[src/hw/rtl/nlpsc_pkg.sv]
// Shared types and constants for the length-prefix to start-code converter.
// No dependencies; imported by every module of the block.
package nlpsc_pkg;

    // Parser phase of the front end
    typedef enum logic [1:0] {
        PH_LEN,
        PH_FIRST,
        PH_BODY,
        PH_ERR
    } t_phase;

    // Unit status codes
    typedef enum logic [2:0] {
        ST_OK       = 3'd0,
        ST_TRUNC    = 3'd1,
        ST_ZERO_LEN = 3'd2,
        ST_OVERRUN  = 3'd3,
        ST_FORBID   = 3'd4
    } t_status;

    // What the back end has to emit for one queued job
    typedef enum logic [1:0] {
        KIND_STATUS,    // single status-only beat
        KIND_BYTE,      // one NAL byte
        KIND_START      // start code then the NAL byte
    } t_kind;

    typedef struct packed {
        t_kind      kind;
        logic [7:0] data;
        logic       done;
        t_status    status;
    } t_job;

    typedef struct packed {
        logic full;
        logic empty;
    } t_qstat;

    localparam logic [2:0] LEN_FIELD_MIN   = 3'd1;
    localparam logic [2:0] LEN_FIELD_MAX   = 3'd4;
    localparam logic [2:0] LEN_FIELD_RESET = 3'd4;
    localparam logic [2:0] LEN_CNT_MAX     = 3'd7;
    localparam int         FORBIDDEN_BIT   = 7;
    // beat index of the 01 byte, and of the NAL byte after the start code
    localparam logic [2:0] SC_ONE_BEAT     = 3'd3;
    localparam logic [2:0] SC_LAST_BEAT    = 3'd4;
    localparam logic [7:0] SC_ZERO         = 8'h00;
    localparam logic [7:0] SC_ONE          = 8'h01;

    // Clamp the configured prefix length to 1..4
    function automatic logic [2:0] eff_len(input logic [2:0] cfg);
        logic [2:0] l;
        l = cfg;
        if (l < LEN_FIELD_MIN) l = LEN_FIELD_MIN;
        if (l > LEN_FIELD_MAX) l = LEN_FIELD_MAX;
        return l;
    endfunction

endpackage

[src/hw/rtl/nlpsc_front.sv]
// Front end: takes input beats, parses length prefixes, classifies each byte
// into a job for the back end. Depends on nlpsc_pkg.
module nlpsc_front
    import nlpsc_pkg::*;
(
    input  logic       i_clk,
    input  logic       i_rst_n,
    input  logic       i_cfg_we,
    input  logic [2:0] i_cfg_wdata,
    input  logic       i_in_valid,
    output logic       o_in_ready,
    input  logic [7:0] i_data_byte,
    input  logic       i_unit_last,
    input  t_qstat     i_qstat,
    output logic       o_push,
    output t_job       o_job
);

    logic [2:0]  r_len_bytes;
    t_phase      r_phase, n_phase;
    logic [2:0]  r_cnt, n_cnt;
    logic [31:0] r_acc, n_acc;
    logic [31:0] r_left, n_left;
    t_status     r_err, n_err;

    logic        accept;
    logic        clear;
    logic [31:0] acc_sh;
    logic [2:0]  cnt_inc;
    logic [31:0] left_dec;

    assign o_in_ready = !i_qstat.full;
    assign accept     = i_in_valid && o_in_ready;
    assign acc_sh     = {r_acc[23:0], i_data_byte};
    assign cnt_inc    = (r_cnt < LEN_CNT_MAX) ? r_cnt + 3'd1 : r_cnt;
    assign left_dec   = r_left - 32'd1;

    // Config register
    always_ff @(posedge i_clk) begin
        if (!i_rst_n) begin
            r_len_bytes <= LEN_FIELD_RESET;
        end else if (i_cfg_we) begin
            r_len_bytes <= i_cfg_wdata;
        end
    end

    // Parser next state and job generation
    always_comb begin
        n_phase = r_phase;
        n_cnt   = r_cnt;
        n_acc   = r_acc;
        n_left  = r_left;
        n_err   = r_err;
        clear   = 1'b0;
        o_push  = 1'b0;
        o_job   = '{kind: KIND_STATUS, data: SC_ZERO, done: 1'b1, status: ST_OK};
        if (accept) begin
            unique case (r_phase) inside
                PH_LEN: begin
                    n_acc = acc_sh;
                    n_cnt = cnt_inc;
                    if (cnt_inc >= eff_len(r_len_bytes)) begin
                        if (acc_sh == 32'd0) begin
                            n_err   = ST_ZERO_LEN;
                            n_phase = PH_ERR;
                            if (i_unit_last) begin
                                o_push       = 1'b1;
                                o_job.status = ST_ZERO_LEN;
                                clear        = 1'b1;
                            end
                        end else begin
                            n_left  = acc_sh;
                            n_phase = PH_FIRST;
                            if (i_unit_last) begin
                                o_push       = 1'b1;
                                o_job.status = ST_OVERRUN;
                                clear        = 1'b1;
                            end
                        end
                    end else if (i_unit_last) begin
                        o_push       = 1'b1;
                        o_job.status = ST_TRUNC;
                        clear        = 1'b1;
                    end
                end
                PH_FIRST, PH_BODY: begin
                    if (r_phase == PH_FIRST && i_data_byte[FORBIDDEN_BIT]) begin
                        // forbidden bit: drop the byte and its start code
                        if (i_unit_last) begin
                            o_push       = 1'b1;
                            o_job.status = (r_left > 32'd1) ? ST_OVERRUN : ST_FORBID;
                            clear        = 1'b1;
                        end else begin
                            n_err   = ST_FORBID;
                            n_phase = PH_ERR;
                        end
                    end else begin
                        o_push     = 1'b1;
                        o_job.kind = (r_phase == PH_FIRST) ? KIND_START : KIND_BYTE;
                        o_job.data = i_data_byte;
                        n_left     = left_dec;
                        if (i_unit_last) begin
                            o_job.status = (left_dec != 32'd0) ? ST_OVERRUN : ST_OK;
                            clear        = 1'b1;
                        end else begin
                            o_job.done = 1'b0;
                            if (left_dec == 32'd0) begin
                                n_phase = PH_LEN;
                                n_cnt   = '0;
                                n_acc   = '0;
                            end else begin
                                n_phase = PH_BODY;
                            end
                        end
                    end
                end
                PH_ERR: begin
                    if (i_unit_last) begin
                        o_push       = 1'b1;
                        o_job.status = r_err;
                        clear        = 1'b1;
                    end
                end
                default: begin
                    n_phase = PH_LEN;
                end
            endcase
        end
        // unit closed: back to the reset view
        if (clear) begin
            n_phase = PH_LEN;
            n_cnt   = '0;
            n_acc   = '0;
            n_left  = '0;
            n_err   = ST_OK;
        end
    end

    // Parser state
    always_ff @(posedge i_clk) begin
        if (!i_rst_n) begin
            r_phase <= PH_LEN;
            r_cnt   <= '0;
            r_acc   <= '0;
            r_left  <= '0;
            r_err   <= ST_OK;
        end else begin
            r_phase <= n_phase;
            r_cnt   <= n_cnt;
            r_acc   <= n_acc;
            r_left  <= n_left;
            r_err   <= n_err;
        end
    end

endmodule

[src/hw/rtl/nlpsc_queue.sv]
// Short job queue between front and back end.
// Depends on nlpsc_pkg for the job type.
module nlpsc_queue
    import nlpsc_pkg::*;
#(
    parameter int DEPTH = 4
) (
    input  logic   i_clk,
    input  logic   i_rst_n,
    input  logic   i_push,
    input  t_job   i_job,
    input  logic   i_pop,
    output t_job   o_head,
    output t_qstat o_stat
);

    localparam int PW = (DEPTH > 1) ? $clog2(DEPTH) : 1;
    localparam int CW = $clog2(DEPTH + 1);

    t_job          r_mem [DEPTH];
    logic [PW-1:0] r_wr_ptr, r_rd_ptr;
    logic [CW-1:0] r_count;
    logic          do_push, do_pop;

    assign o_stat.full  = (r_count == CW'(DEPTH));
    assign o_stat.empty = (r_count == '0);
    assign do_push      = i_push && !o_stat.full;
    assign do_pop       = i_pop && !o_stat.empty;
    assign o_head       = r_mem[r_rd_ptr];

    // Storage
    always_ff @(posedge i_clk) begin
        if (do_push) begin
            r_mem[r_wr_ptr] <= i_job;
        end
    end

    // Pointers and fill count
    always_ff @(posedge i_clk) begin
        if (!i_rst_n) begin
            r_wr_ptr <= '0;
            r_rd_ptr <= '0;
            r_count  <= '0;
        end else begin
            if (do_push) begin
                r_wr_ptr <= (r_wr_ptr == PW'(DEPTH - 1)) ? '0 : r_wr_ptr + PW'(1);
            end
            if (do_pop) begin
                r_rd_ptr <= (r_rd_ptr == PW'(DEPTH - 1)) ? '0 : r_rd_ptr + PW'(1);
            end
            if (do_push && !do_pop) begin
                r_count <= r_count + CW'(1);
            end else if (do_pop && !do_push) begin
                r_count <= r_count - CW'(1);
            end
        end
    end

endmodule

[src/hw/rtl/nlpsc_back.sv]
// Back end: expands queued jobs into output beats (start code, NAL byte,
// status). Depends on nlpsc_pkg.
module nlpsc_back
    import nlpsc_pkg::*;
(
    input  logic       i_clk,
    input  logic       i_rst_n,
    input  t_job       i_head,
    input  t_qstat     i_qstat,
    output logic       o_pop,
    output logic       o_out_valid,
    input  logic       i_out_ready,
    output logic [7:0] o_out_byte,
    output logic       o_byte_valid,
    output logic       o_run_end,
    output logic       o_unit_done,
    output logic [2:0] o_status
);

    t_job       r_job;
    logic       r_busy;
    logic [2:0] r_beat;
    logic       take, final_beat;

    assign take       = r_busy && i_out_ready;
    assign final_beat = (r_job.kind == KIND_START) ? (r_beat == SC_LAST_BEAT) : 1'b1;
    assign o_pop      = !i_qstat.empty && (!r_busy || (take && final_beat));

    // Beat payload
    always_comb begin
        o_out_valid  = r_busy;
        o_run_end    = final_beat;
        o_unit_done  = final_beat && r_job.done;
        o_status     = (final_beat && r_job.done) ? r_job.status : ST_OK;
        o_byte_valid = 1'b1;
        o_out_byte   = r_job.data;
        unique case (r_job.kind)
            KIND_STATUS: begin
                o_byte_valid = 1'b0;
                o_out_byte   = SC_ZERO;
            end
            KIND_BYTE: begin
                o_out_byte = r_job.data;
            end
            KIND_START: begin
                if (r_beat == SC_ONE_BEAT) begin
                    o_out_byte = SC_ONE;
                end else if (r_beat < SC_ONE_BEAT) begin
                    o_out_byte = SC_ZERO;
                end
            end
            default: begin
                o_out_byte = r_job.data;
            end
        endcase
    end

    // Current job
    always_ff @(posedge i_clk) begin
        if (o_pop) begin
            r_job <= i_head;
        end
    end

    // Beat sequencing
    always_ff @(posedge i_clk) begin
        if (!i_rst_n) begin
            r_busy <= 1'b0;
            r_beat <= '0;
        end else if (o_pop) begin
            r_busy <= 1'b1;
            r_beat <= '0;
        end else if (take) begin
            if (final_beat) begin
                r_busy <= 1'b0;
            end
            r_beat <= r_beat + 3'd1;
        end
    end

endmodule

[src/hw/rtl/nal_length_prefix_to_start_code_top.sv]
// Top level of the length-prefixed to start-code byte stream converter.
// Depends on nlpsc_pkg, nlpsc_front, nlpsc_queue, nlpsc_back.
//
//  channel | direction | handshake                  | payload
//  --------+-----------+----------------------------+-----------------------------
//  in      | input     | i_in_valid / o_in_ready    | i_data_byte, i_unit_last
//  out     | output    | o_out_valid / i_out_ready  | o_out_byte, o_byte_valid,
//          |           |                            | o_run_end, o_unit_done, o_status
//  cfg     | input     | i_cfg_we                   | i_cfg_wdata
//
// One input beat per cycle while the job queue has room. The back end emits
// one beat per cycle while i_out_ready is high: one for a plain NAL byte or a status, five for the first
// byte of a NAL (00 00 00 01 and the byte). Length prefix bytes and bytes after
// an error give no output beat. Synchronous active-low reset; no clearing pass.
// Output stalls fill the queue and then drop o_in_ready.
module nal_length_prefix_to_start_code_top
    import nlpsc_pkg::*;
#(
    parameter int QUEUE_DEPTH = 4
) (
    input  logic       i_clk,
    input  logic       i_rst_n,
    input  logic       i_cfg_we,
    input  logic [2:0] i_cfg_wdata,
    input  logic       i_in_valid,
    output logic       o_in_ready,
    input  logic [7:0] i_data_byte,
    input  logic       i_unit_last,
    output logic       o_out_valid,
    input  logic       i_out_ready,
    output logic [7:0] o_out_byte,
    output logic       o_byte_valid,
    output logic       o_run_end,
    output logic       o_unit_done,
    output logic [2:0] o_status
);

    t_qstat qstat;
    t_job   push_job, head_job;
    logic   push, pop;

    nlpsc_front u_front (
        .i_clk       (i_clk),
        .i_rst_n     (i_rst_n),
        .i_cfg_we    (i_cfg_we),
        .i_cfg_wdata (i_cfg_wdata),
        .i_in_valid  (i_in_valid),
        .o_in_ready  (o_in_ready),
        .i_data_byte (i_data_byte),
        .i_unit_last (i_unit_last),
        .i_qstat     (qstat),
        .o_push      (push),
        .o_job       (push_job)
    );

    nlpsc_queue #(
        .DEPTH (QUEUE_DEPTH)
    ) u_queue (
        .i_clk   (i_clk),
        .i_rst_n (i_rst_n),
        .i_push  (push),
        .i_job   (push_job),
        .i_pop   (pop),
        .o_head  (head_job),
        .o_stat  (qstat)
    );

    nlpsc_back u_back (
        .i_clk        (i_clk),
        .i_rst_n      (i_rst_n),
        .i_head       (head_job),
        .i_qstat      (qstat),
        .o_pop        (pop),
        .o_out_valid  (o_out_valid),
        .i_out_ready  (i_out_ready),
        .o_out_byte   (o_out_byte),
        .o_byte_valid (o_byte_valid),
        .o_run_end    (o_run_end),
        .o_unit_done  (o_unit_done),
        .o_status     (o_status)
    );

endmodule

[config.mk]
export PLATFORM = sky130hd
export DESIGN_NAME = nal_length_prefix_to_start_code_top
export DESIGN_NICKNAME = d
export VERILOG_FILES = /design/src/hw/rtl/nlpsc_pkg.sv /design/src/hw/rtl/nlpsc_front.sv /design/src/hw/rtl/nlpsc_queue.sv /design/src/hw/rtl/nlpsc_back.sv /design/src/hw/rtl/nal_length_prefix_to_start_code_top.sv
export SDC_FILE = /design/constraint.sdc
export NUM_CORES = 1
export LEC_CHECK = 0
export BUFFER_PORTS_ARGS = -buffer_cell sky130_fd_sc_hd__buf_2
export CAP_MARGIN = 20
export CORE_ASPECT_RATIO = 1.2
export CORE_UTILIZATION = 50
export DETAILED_ROUTE_END_ITERATION = 8
export PLACE_DENSITY = 0.67
export SYNTH_ARGS = -nofsm -noshare
export SYNTH_HDL_FRONTEND = slang
export SYNTH_HIERARCHICAL = 1
export SYNTH_SLANG_ARGS = --single-unit
export TNS_END_PERCENT = 50
[constraint.sdc]
create_clock -name i_clk -period 7.9 [get_ports i_clk]
set_clock_uncertainty 0.2 [all_clocks]
set_input_delay 1.58 -clock i_clk [delete_from_list [all_inputs] [get_ports i_clk]]
set_output_delay 1.58 -clock i_clk [all_outputs]
set_load 0.02 [all_outputs]
* Yosys cells after proc, flatten, opt, wreduce, memory -nomap -nowiden
Memory sizes are Yosys's and may differ from the RTL's. A register that Yosys moved wholly into a read port is not among the register bits.
Cells that the tools add are included.
** Word-level totals
- Output and inout bits :: 16
- RAM bits :: 56
- Word-level logic and storage cells :: 147
- Register bits :: 78
- Bits of input ports :: 17
- Memories kept :: 1
** Memories
- u_queue.r_mem :: depth 4, width 14, read ports 1, clocked after Yosys merged registers in 1, wr ports 1, RTL line nlpsc_queue.sv:20 : t_job r_mem [DEPTH];
** Cells by class
- Reductions and logical operators :: 36
- Muxes and demuxes :: 68
- $lt $le $gt $ge :: 6
- Bitwise gates (word level) :: 2
- Equality and inequality tests :: 16
- Add/sub/neg operators :: 7
** Operators by type and width (number)
- $mux W32 :: 3
- $mux W24 :: 3
- $mux W3 :: 24
- $logic_not A32 Y1 :: 2
- $pmux W32 S2 :: 1
- $pmux W24 S2 :: 1
- $gt A32 B1 Y1 const B :: 1
- $reduce_bool A32 Y1 :: 1
- $sub A32 B1 Y32 const B :: 1
- $mux W2 :: 12
- $mux W11 :: 2
- $mux W8 :: 2
- $pmux W8 S2 :: 1
- $mux W14 :: 1
- $mux W1 :: 13
- $pmux W3 S2 :: 2
- $eq A2 B2 Y1 const B :: 5
- $logic_and A1 B1 Y1 :: 10
- $ne A2 B2 Y1 const B :: 5
- $reduce_and A5 Y1 :: 2
- $add A3 B1 Y3 const B :: 3
- $pmux W3 S3 :: 1
- $reduce_bool A2 Y1 :: 4
- $reduce_or A2 Y1 :: 4
- 22 further kinds :: 31

* Longest topological paths before layout
Gate-level depths: netlist (run 1).
- Depth after elaboration :: 12
- Depth in mapped cells :: 16
- Gate-level depth less buffers :: 12

* Cells and area by module
Netlist (run 1), hierarchy kept.
** By module, submodules not included
- nlpsc_front :: area each 4433.0 um2, cells each 561, instances 1
- nlpsc_queue :: area each 2513.7 um2, cells each 124, instances 1
- nlpsc_back :: area each 813.3 um2, cells each 65, instances 1

* Least setup slack after synthesis (run 1)
No wires, ideal clock.
- Path type :: input to register
- From :: in i_data_byte[7]
- To :: reg u_queue.r_count[2]
- Arrival :: 4052 ps
- Buffers on the path :: 4
- Cell stages on the path :: 14
- Path slack :: 3572 ps
- Library setup time :: 76 ps
- Required time :: 7624 ps
- Path through :: clkbuf_1 -> nand2_1 -> nand2_1 -> clkbuf_1 -> buf_1 -> o21ai_0 -> nor2b_1 -> buf_2 -> ha_1 -> inv_1 -> fa_1 -> xor2_1 -> or3_1 -> a21boi_0
** Between the ends
- Longest elaborated chain between the ends :: 8
- Elaborated cells on any way between the ends :: 10
- Those cells by class :: mux: 4; reduce/logical: 6
** RTL lines
- start, declared :: RTL line nal_length_prefix_to_start_code_top.sv:27 : input logic [7:0] i_data_byte,
- $logic_and A1 B1 Y1 * :: RTL line nlpsc_front.sv:87 : if (r_phase == PH_FIRST && i_data_byte[FORBIDDEN_BIT]) begin
- $mux W1 * :: RTL line nlpsc_front.sv:87
- $pmux W1 S2 * :: RTL line nlpsc_front.sv:58 : unique case (r_phase) inside
- $mux W1 * :: RTL line nlpsc_front.sv:57 : if (accept) begin
- net push :: RTL line nal_length_prefix_to_start_code_top.sv:40 : logic push, pop;
- $logic_and A1 B1 Y1 * :: RTL line nlpsc_queue.sv:27 : assign do_push = i_push && !o_stat.full;
- net u_queue.do_push :: RTL line nlpsc_queue.sv:23 : logic do_push, do_pop;
- $logic_not A1 Y1 :: RTL line nlpsc_queue.sv:53 : end else if (do_pop && !do_push) begin
- $logic_and A1 B1 Y1 :: RTL line nlpsc_queue.sv:53
- $reduce_bool A2 Y1 (no source line)
- end signal, assigned :: RTL line nlpsc_queue.sv:52 : r_count <= r_count + CW'(1);
- end signal, assigned :: RTL line nlpsc_queue.sv:54 : r_count <= r_count - CW'(1);
- end, declared :: RTL line nlpsc_queue.sv:22 : logic [CW-1:0] r_count;
Mark *: on every way through the listed nets, which the timed path passes. The rest lies on a longest branch.
A chain may end at the register's enable or synchronous reset.

* Worst setup path after layout (run 1)
- From :: in i_in_valid
- To :: reg u_queue.r_count[2]
** Between the ends
- Longest elaborated chain between the ends :: 6
- Elaborated cells on any way between the ends :: 8
- Those cells by class :: mux: 2; reduce/logical: 6
** RTL lines
- start, declared :: RTL line nal_length_prefix_to_start_code_top.sv:25 : input logic i_in_valid,
- $logic_and A1 B1 Y1 * :: RTL line nlpsc_front.sv:33 : assign accept = i_in_valid && o_in_ready;
- $mux W1 * :: RTL line nlpsc_front.sv:57
- net push :: RTL line nal_length_prefix_to_start_code_top.sv:40
- $logic_and A1 B1 Y1 * :: RTL line nlpsc_queue.sv:27
- $logic_not A1 Y1 :: RTL line nlpsc_queue.sv:53
- $logic_and A1 B1 Y1 :: RTL line nlpsc_queue.sv:53
- $reduce_bool A2 Y1 (no source line)
Marked as above.

==> results.toml, run 1 <==
[outcome]
status = "completed"

[yosys]
synth_async_sr_flop_share = 0
synth_common_cells = "dfxtp_1 (79), edfxtp_1 (70), nand2_1 (43), clkbuf_1 (42), nand3_1 (39)"
yosysTopAreaCell = "edfxtp_1"
postSynthAreaPerCell_um2 = 10.35
synth_top_cell_area_share = 0.2709
ys_types = 75
synth_edf_count = 70
synth_nets = 789
synth_ff_type = "dfxtp_1"
ys_seq_area_frac = 0.4747
yosys-top-cells-area = "edfxtp_1 (27%), dfxtp_1 (20%), mux4_2 (4.1%)"
ys_warn_count = 6
synth_cells = 750
synth-seq-cells = 149
synth_most_common_cell = "dfxtp_1"
syn_area_mm2 = 0.007760

[timing]
final_hold_viol_count = 0
finalCriticalPeriod_ns = 4.292
min_period_over_period = 0.5433
rsz0062_at_grt = "false"
worst_pin_slew_ns = 1.029
timing.fmax_mhz = 233.0
setup-violations-final = 0
drv_slew = 0
tns_ns = 0
relSlewSlack = 0.3143

[routing]
drc_errors = 0
first_pass_iters = 7
num_vias = 6309
ant_nets = 0
routedWlPerCell_um = 20.97
wl_um = 20370
drtIter0Drc = 582
vias_per_cell = 6.497

[power_and_ir_drop]
ir_drop_mv = 0.1886
p_leak_nw = 2.980
powerDensity_mw_per_mm2 = 370.7

[critical_path]
r2r_start = "u_front/r_left[0]$_SDFFE_PP0P_"
cp-end-kind = "flip-flop"
r2r_slack_ns = 3.90
path_max_fanout = 42
rr_worst_depth = 9
endpoint = "u_queue/r_count[2]$_SDFFE_PN0P_"
worst_ep_required_time_ns = 8.05
path_cells = "buf_2 -> nor2b_1 -> nand2_1 -> buf_4 -> o21ai_0 -> nor2b_1 -> ha_1 -> inv_1 -> fa_1 -> xor2_1 -> or3_1 -> a21boi_0"
r2r_end = "u_front/r_cnt[1]$_SDFFE_PP0P_"
cp-start-kind = "input pin"
cpPeakStageDelay_ns = 0.43
slowest_stage = "nor2b_1"
cpMostUsedCell = "nor2b_1"
crit_type = "input pin to flip-flop"
worstSetupStartpoint = "i_in_valid"
crit_arrival_ns = 4.44

[global_route]
antenna_found_initial = 0
grt_start_max_net_pins = 58
gr-total-overflow = 0
grt_pass1_vias = 6194
grt_pass1_wl_um = 32710
grt_use_total = 0.2694

[floorplanning]
ios = 33
dieArea_mm2 = 0.01602
dieHeight_um = 138.5
core_mm2 = 0.01508
num_rows = 49
start_util = 0.5145
fp.dieW_um = 115.7

[worst_hold_path]
holdCritPathClass = "flip-flop to flip-flop"

[clock_tree]
cts_tree = "built"
clk_latency_ns = 0.42
cts_root_buf = "clkbuf_16"
cts_buffers = 17
hold_buffers = 0
cts.path.max_buffers = 2
clkTransAtPathRegs_ns = 0.06
cts_setup_buffers = 0
cts-htree-levels = 4
numClockSinks = 149
cts_resized = 0

[layout]
syn_to_final_growth_pct = 9.835
final_area_mm2 = 0.008523
drive_gt1_frac = 0.1721
antenna_cells = 0
nFillCells = 1381
fin_nets = 793

[placement]
post-dp-hpwl_um = 14090
io_buffers = 32
place_congestion = 0.9530
dpl-instance-area_mm2 = 0.007978

[flow_run]
drv_cap = 0
critical path: cells and delay by family:
kind	cells	cell delay, ns
AND/OR/NAND/NOR	4	1.13
buffers and inverters	3	0.44
adder cells (fa/ha/maj)	2	0.71
AO/OA/AOI/OAI	2	0.37
XOR/XNOR	1	0.16
kinds of logic (layout without fill, tap and decap cells):
group                      after synthesis  in the layout  synth area share
AOI/OAI and AO/OA                      214            214            0.1967
muxes                                   26             26           0.05692
buffers and inverters                   81             98           0.04869
and+or+nand+nor                        252            252            0.1788
xor gates and xnor gates                 6              6          0.007740
DFF                                    149            149            0.4747
adders and majority gates               22             22           0.03644
placed cells by master, fill, tap and decap left out, types with 24 or more instances in the layout:
cell type,synthesis,routed
a32oi_1,27,27
o21ai_0,24,24
nor2_1,36,35
edfxtp_1,70,70
nand2_1,43,43
a22oi_1,27,27
a21oi_1,30,30
inv_1,25,25
dfxtp_1,79,79
buf_2,8,32
nand3_1,39,39
final cells by class:
class	count	area, µm²	share of cell area
Timing Repair Buffer	41	227.7	0.02672
Inverter	25	93.84	0.01101
Tap cell	204	255.2	0.02995
Sequential cell	149	3684	0.4322
Clock inverter	12	108.9	0.01277
Multi-Input combinational cell	520	3717	0.4361
Clock buffer	20	436.7	0.05123
report_power, final:
group          internal [mW]  leakage, nW  total, mW  switching [mW]
sequential             0.982         1.29       1.12           0.141
combinational          0.448         1.45       1.29           0.844
clock                  0.431        0.242      0.745           0.314
total                   1.86         2.98       3.16            1.30
worst min-delay path by stage:
stage,from,to,cells past startpoint
finish,u_front/r_left[1]$_SDFFE_PP0P_,u_front/r_left[1]$_SDFFE_PP0P_,2
global placement,u_queue/r_wr_ptr[1]$_SDFFE_PN0P_,u_queue/r_wr_ptr[1]$_SDFFE_PN0P_,2
global route,u_front/r_left[1]$_SDFFE_PP0P_,u_front/r_left[1]$_SDFFE_PP0P_,2
floorplan,u_front/r_err[1]$_SDFFE_PP0P_,u_front/r_err[1]$_SDFFE_PP0P_,2
CTS,u_front/r_left[1]$_SDFFE_PP0P_,u_front/r_left[1]$_SDFFE_PP0P_,2
detailed placement,u_front/r_err[2]$_SDFFE_PP0P_,u_front/r_err[2]$_SDFFE_PP0P_,2
metrics by stage:
step	util	cells	setup slack, ns	power (mW)	hold WS [ns]
detailed placement	0.5290	939	3.241	2.414	0.2885
CTS	0.5651	971	3.662	3.163	0.3024
finish	0.5651	971	3.608	3.160	0.3021
floorplan	-	750	3.572	2.072	0.2608
global route	0.5651	971	3.446	3.351	0.3253
global placement	0.5290	939	3.393	2.378	0.2775
state kept, by name, indices dropped and copies added (netlist names), named ones only:
register,cells
u_queue/r_mem,56
u_front/r_left,32
u_front/r_acc,24
u_back/r_job,14
u_back/r_beat,3
u_front/r_cnt,3
u_front/r_len_bytes,3
u_queue/r_count,3
u_front/r_err,2
u_front/r_phase,2
u_queue/r_rd_ptr,2
u_queue/r_wr_ptr,2
u_back/o_out_valid,1
layer usage:
| metal | GRT usage | part of all wire | vias up |
|---|---|---|---|
| met5 | 0 | 0 | - |
| met4 | 0.1073 | 0.030 | 0 |
| met3 | 0.05480 | 0.055 | 43 |
| met2 | 0.4765 | 0.53 | 256 |
| met1 | 0.3146 | 0.39 | 3085 |
| li1 | - | - | 2925 |
(Power assumes the default switching activity.)
==> run 2, diff against run 1 <==
==> constraint.sdc (replaced) <==
create_clock -name i_clk -period 4.4 [get_ports i_clk]
set_clock_uncertainty 0.2 [all_clocks]
set_input_delay 0.88 -clock i_clk [delete_from_list [all_inputs] [get_ports i_clk]]
set_output_delay 0.88 -clock i_clk [all_outputs]
set_load 0.02 [all_outputs]
==> run 2 against run 1 <==
Net effect:
- register-to-register slack lost 3.3 ns
- die area unchanged
- clock power is 77% higher
- sequential cell count did not move
- combinational power rose by 81%
- via count shrank 0.22%
- routed wire length fell by 0.97%
- sequential power up 79%
- first-iteration DRC count shrank 24%
- setup slack lost 3.0 ns
==> results.toml, run 2 (synthesis results as in run 1) <==
[outcome]
status = "completed"

[timing]
final_hold_viol_count = 0
worst_pin_slew_ns = 1.060
tns_ns = 0
setup-violations-final = 0
finalCriticalPeriod_ns = 3.813
min_period_over_period = 0.8665
drv_slew = 0
rsz0062_at_grt = "false"
timing.fmax_mhz = 262.3
relSlewSlack = 0.2932

[clock_tree]
clkTransAtPathRegs_ns = 0.06
clk_latency_ns = 0.42
cts_setup_buffers = 0
cts_resized = 0
hold_buffers = 0
cts_tree = "built"
cts.path.max_buffers = 2
numClockSinks = 149
cts_root_buf = "clkbuf_16"
cts_buffers = 17
cts-htree-levels = 4

[floorplanning]
ios = 33
core_mm2 = 0.01508
start_util = 0.5145
fp.dieW_um = 115.7
dieHeight_um = 138.5
dieArea_mm2 = 0.01602
num_rows = 49

[global_route]
grt_start_max_net_pins = 58
antenna_found_initial = 0
grt_pass1_vias = 6157
grt_use_total = 0.2658
grt_pass1_wl_um = 32240
gr-total-overflow = 0

[flow_run]
drv_cap = 0

[critical_path]
crit_arrival_ns = 3.90
cp-start-kind = "flip-flop"
path_max_fanout = 27
worst_ep_required_time_ns = 4.48
crit_type = "flip-flop to flip-flop"
cp-end-kind = "flip-flop"

[layout]
drive_gt1_frac = 0.1798
top_regs = "u_queue/r_mem: 56 flops, u_front/r_left: 32 flops, u_front/r_acc: 24 flops"
fin_nets = 799
largest_reg_flops = 56
syn_to_final_growth_pct = 10.30
antenna_cells = 0
final_cell_mix = "dfxtp_1 (79), edfxtp_1 (70), nand2_1 (43)"
largest_register = "u_queue/r_mem"
final_common_cell = "dfxtp_1"

[power_and_ir_drop]
powerDensity_mw_per_mm2 = 661.9
ir_drop_mv = 0.2823
p_leak_nw = 3.025
power_mw = 5.666

[routing]
ant_nets = 0
vias_per_cell = 6.443
drt-met1-wl_um = 7723
route.met3.wl_um = 1172
drc_errors = 0
routed-wl-met2_um = 10280
first_pass_iters = 5
num_vias = 6295
wl_um = 20170
routedWlPerCell_um = 20.64
drtIter0Drc = 444
top_layer = "met4"

[placement]
place_congestion = 0.9331
io_buffers = 32
post-dp-hpwl_um = 13880

[worst_hold_path]
holdCritPathClass = "flip-flop to flip-flop"
==> run 2: cell count changes in the layout (fill, tap and decap cells not counted), sizes merged <==
| cell | previous run | this run |
|---|---|---|
| bufinv | 1 | 0 |
| clkinv | 4 | 7 |
| buf | 41 | 47 |
| inv | 25 | 26 |
| clkinvlp | 7 | 4 |
==> run 2: final cells by class <==
cell class,instances,area (µm²)
multi-input combinational,520,3715
clock buffer,20,457.9
fill,1319,6523
inverter,25,93.84
sequential,149,3684
clock inverter,12,81.33
timing repair buffer,47,272.8
tap,204,255.2
==> run 2: final timing paths <==
path	depth (start not counted)	from	end	slack (ns)
worst max-delay path	10	u_front/r_left[0]$_SDFFE_PP0P_	u_front/r_acc[0]$_SDFFE_PP0P_	0.59
worst min-delay path	2	u_front/r_err[1]$_SDFFE_PP0P_	u_front/r_err[1]$_SDFFE_PP0P_	0.30
worst max register to register	10	u_front/r_left[0]$_SDFFE_PP0P_	u_front/r_acc[0]$_SDFFE_PP0P_	0.59
worst min register to register	2	u_front/r_err[1]$_SDFFE_PP0P_	u_front/r_err[1]$_SDFFE_PP0P_	0.30
==> run 2: worst max-delay path, stage by stage (launching register included) <==
cell,delay [ns]
dfxtp_1,0.37
inv_1,0.10
ha_1,0.26
nor3b_1,0.53
nand3_1,0.47
xnor2_1,0.25
o31ai_1,0.55
nand4_1,0.25
nor2_4,0.13
buf_4,0.38
o21ai_0,0.17
==> run 2: per-stage QoR <==
step	instance area [µm²]	std cells	hold slack [ns]	worst slack [ns]	utilization
finish	8559	977	0.3001	0.5873	0.5675
detailed placement	8020	945	0.2883	0.7203	0.5318
floorplan	7760	750	0.2608	0.7722	-
global route	8559	977	0.3235	0.4155	0.5675
global placement	8020	945	0.2806	0.8274	0.5318
CTS	8559	977	0.3036	0.7567	0.5675
==> run 2: power breakdown <==
part	leakage (nW)	switching, mW	total (mW)	internal, mW
Clock	0.257	0.569	1.32	0.751
Sequential	1.29	0.247	2.01	1.76
Combinational	1.48	1.50	2.33	0.830
Total	3.02	2.32	5.67	3.34
==> run 2: metal layers <==
metal	GRT usage	vias up
met5	0	-
met2	0.4598	247
li1	-	2937
met1	0.3041	3051
met4	0.1653	0
met3	0.03946	60
==> run 3, diff against run 2 <==
--- a/config.mk
+++ b/config.mk
@@ -9,8 +9,9 @@
 export CAP_MARGIN = 20
 export CORE_ASPECT_RATIO = 1.2
 export CORE_UTILIZATION = 50
+export CTS_CLUSTER_SIZE = 20
 export DETAILED_ROUTE_END_ITERATION = 8
-export PLACE_DENSITY = 0.67
+export PLACE_DENSITY = 0.69
 export SYNTH_ARGS = -nofsm -noshare
 export SYNTH_HDL_FRONTEND = slang
 export SYNTH_HIERARCHICAL = 1
==> constraint.sdc (replaced) <==
create_clock -name i_clk -period 3.4 [get_ports i_clk]
set_clock_uncertainty 0.2 [all_clocks]
set_input_delay 0.68 -clock i_clk [delete_from_list [all_inputs] [get_ports i_clk]]
set_output_delay 0.68 -clock i_clk [all_outputs]
set_load 0.02 [all_outputs]
==> run 3 against run 2 <==
Net effect:
- non-clock buffer count is 13 higher
- die area stayed put
- core utilization is 0.94 points higher
- routed wire length is 0.95% higher
- power is 31% higher
- sequential power is 29% higher
- final cell count is 1.3% higher
- register-to-register slack worse by 0.43 ns
- setup slack worse by 0.43 ns
- count of clock-buffer cells in the layout is 2 lower
- final area is 1.7% higher
==> results.toml, run 3 (synthesis results as in run 1) <==
[clock_tree]
cts_root_buf = "clkbuf_16"
clk_latency_ns = 0.43
cts-htree-levels = 4
clkTransAtPathRegs_ns = 0.06
cts_buffers = 17
numClockSinks = 149
cts.path.max_buffers = 2
hold_buffers = 0
cts_tree = "built"

[floorplanning]
core_mm2 = 0.01508
dieHeight_um = 138.5
num_rows = 49
dieArea_mm2 = 0.01602
fp.dieW_um = 115.7
start_util = 0.5145
ios = 33

[global_route]
grt_start_max_net_pins = 57
gr-total-overflow = 0
grt_use_total = 0.2684
grt_pass1_wl_um = 32350
antenna_found_initial = 0
grt_pass1_vias = 6192

[placement]
dpl-instance-area_mm2 = 0.008143
place_congestion = 0.9378
pre_cts_ws_ns = 0.1408
post-dp-hpwl_um = 14280
io_buffers = 32

[timing]
layout_setup_ws_ns = 0.1596
rsz0062_at_grt = "false"
timing.fmax_mhz = 308.6
relSlewSlack = 0.3376
setup-violations-final = 0
final_hold_viol_count = 0
timing.hold.ws_ns = 0.2814
min_period_over_period = 0.9531
drv_slew = 0
tns_ns = 0
worst_pin_slew_ns = 0.9923
finalCriticalPeriod_ns = 3.240

[power_and_ir_drop]
p_switching_mw = 3.069
p_comb_frac = 0.416
power.share.clock = 0.235
swShare = 0.4120
p_leak_nw = 3.106
p_int_mw = 4.379
powerDensity_mw_per_mm2 = 855.9
ir_drop_mv = 0.3557
pwr-share-seq = 0.349

[critical_path]
cp-start-kind = "flip-flop"
crit_arrival_ns = 3.19
path_cells = "inv_1 -> ha_1 -> or3b_1 -> nor4b_1 -> o2111ai_1 -> a2111oi_2 -> nand4_2 -> nor2_2 -> a31oi_1"
cp-end-kind = "flip-flop"
worst_ep_required_time_ns = 3.35
path_max_fanout = 7
cpPeakStageDelay_ns = 0.51
crit_type = "flip-flop to flip-flop"
slowest_stage = "or3b_1"

[layout]
final_common_cell = "dfxtp_1"
fin_nets = 812
final_area_mm2 = 0.008701
largest_reg_flops = 56
final_cell_mix = "dfxtp_1 (79), edfxtp_1 (70), nand2_1 (43)"
utilization = 0.5769
largest_register = "u_queue/r_mem"
syn_to_final_growth_pct = 12.13
antenna_cells = 0
top_regs = "u_queue/r_mem: 56 flops, u_front/r_left: 32 flops, u_front/r_acc: 24 flops"
drive_gt1_frac = 0.1972

[routing]
wl_um = 20360
vias_per_cell = 6.423
routedWlPerCell_um = 20.56
drc_errors = 0
drtIter0Drc = 518
ant_nets = 0
num_vias = 6359
first_pass_iters = 5

[worst_hold_path]
holdCritPathClass = "input pin to flip-flop"

[flow_run]
drv_cap = 0

[outcome]
status = "completed"
[run 3: cell count changes in the layout (fill, tap and decap cells not counted), moves of 2 or more]
| cell | before | now |
|---|---|---|
| inv_8 | 0 | 2 |
| clkinv_4 | 2 | 6 |
| clkinvlp_4 | 4 | 2 |
| buf_4 | 15 | 26 |
| clkinv_2 | 5 | 0 |
| buf_12 | 0 | 2 |
| inv_6 | 1 | 3 |
[run 3: what timing repair did]
| action | 4_1_cts | 5_1_grt |
|---|---|---|
| resized for setup | 0 | 2 |
| endpoints found under the setup margin | 0 | 36 |
| endpoints found under the hold margin | 0 | 0 |
| buffers inserted | 0 | 0 |
[run 3: power by group through the flow]
stage	clock network [mW]	logic [mW]	registers, mW
2_1_floorplan	0	2.33	2.48
3_3_place_gp	0	3.01	2.62
3_5_place_dp	0	3.07	2.64
4_1_cts	1.77	3.09	2.60
5_1_grt	1.85	3.41	2.65
6_report	1.75	3.10	2.60
[run 3: area by class of cell]
cell class                 count  area (µm²)
sequential                   149        3684
tap                          204       255.2
multi-input combinational    520        3722
timing repair buffer          60       395.4
clock buffer                  18       429.2
clock inverter                14       121.4
fill                        1332        6381
inverter                      25       93.84
[run 3: final timing paths]
path / from / end / slack [ns] / depth (start not counted)
worst max-delay path: u_front/r_left[0]$_SDFFE_PP0P_ / u_queue/r_mem[0][0]$_DFFE_PP_ / 0.16 / 9
worst min-delay path: i_cfg_wdata[2] / u_front/r_len_bytes[2]$_SDFFE_PN1P_ / 0.28 / 3
worst max register to register: u_front/r_left[0]$_SDFFE_PP0P_ / u_queue/r_mem[0][0]$_DFFE_PP_ / 0.16 / 9
worst min register to register: u_front/r_err[2]$_SDFFE_PP0P_ / u_front/r_err[2]$_SDFFE_PP0P_ / 0.31 / 2
[run 3: routing by layer]
| layer | GRT usage | routed length [µm] |
|---|---|---|
| met1 | 0.3004 | 7710 |
| met3 | 0.05875 | 1170 |
| met4 | 0.1383 | 908 |
| met2 | 0.4715 | 10570 |
| met5 | 0 | 0 |
[run 3: worst max-delay path, delay by kind of cell, from the launching register on]
| family | cells | cell delay [ns] |
|---|---|---|
| and+or+nand+nor | 4 | 1.21 |
| AOI/OAI and AO/OA | 3 | 0.81 |
| DFF | 1 | 0.37 |
| adders and majority gates | 1 | 0.25 |
| buffers and inverters | 1 | 0.10 |
[run 3: per-stage QoR]
stage | std cells | total power, mW
2_1_floorplan | 750 | 4.816
3_3_place_gp | 958 | 5.623
3_5_place_dp | 958 | 5.711
4_1_cts | 990 | 7.464
5_1_grt | 990 | 7.904
6_report | 990 | 7.447
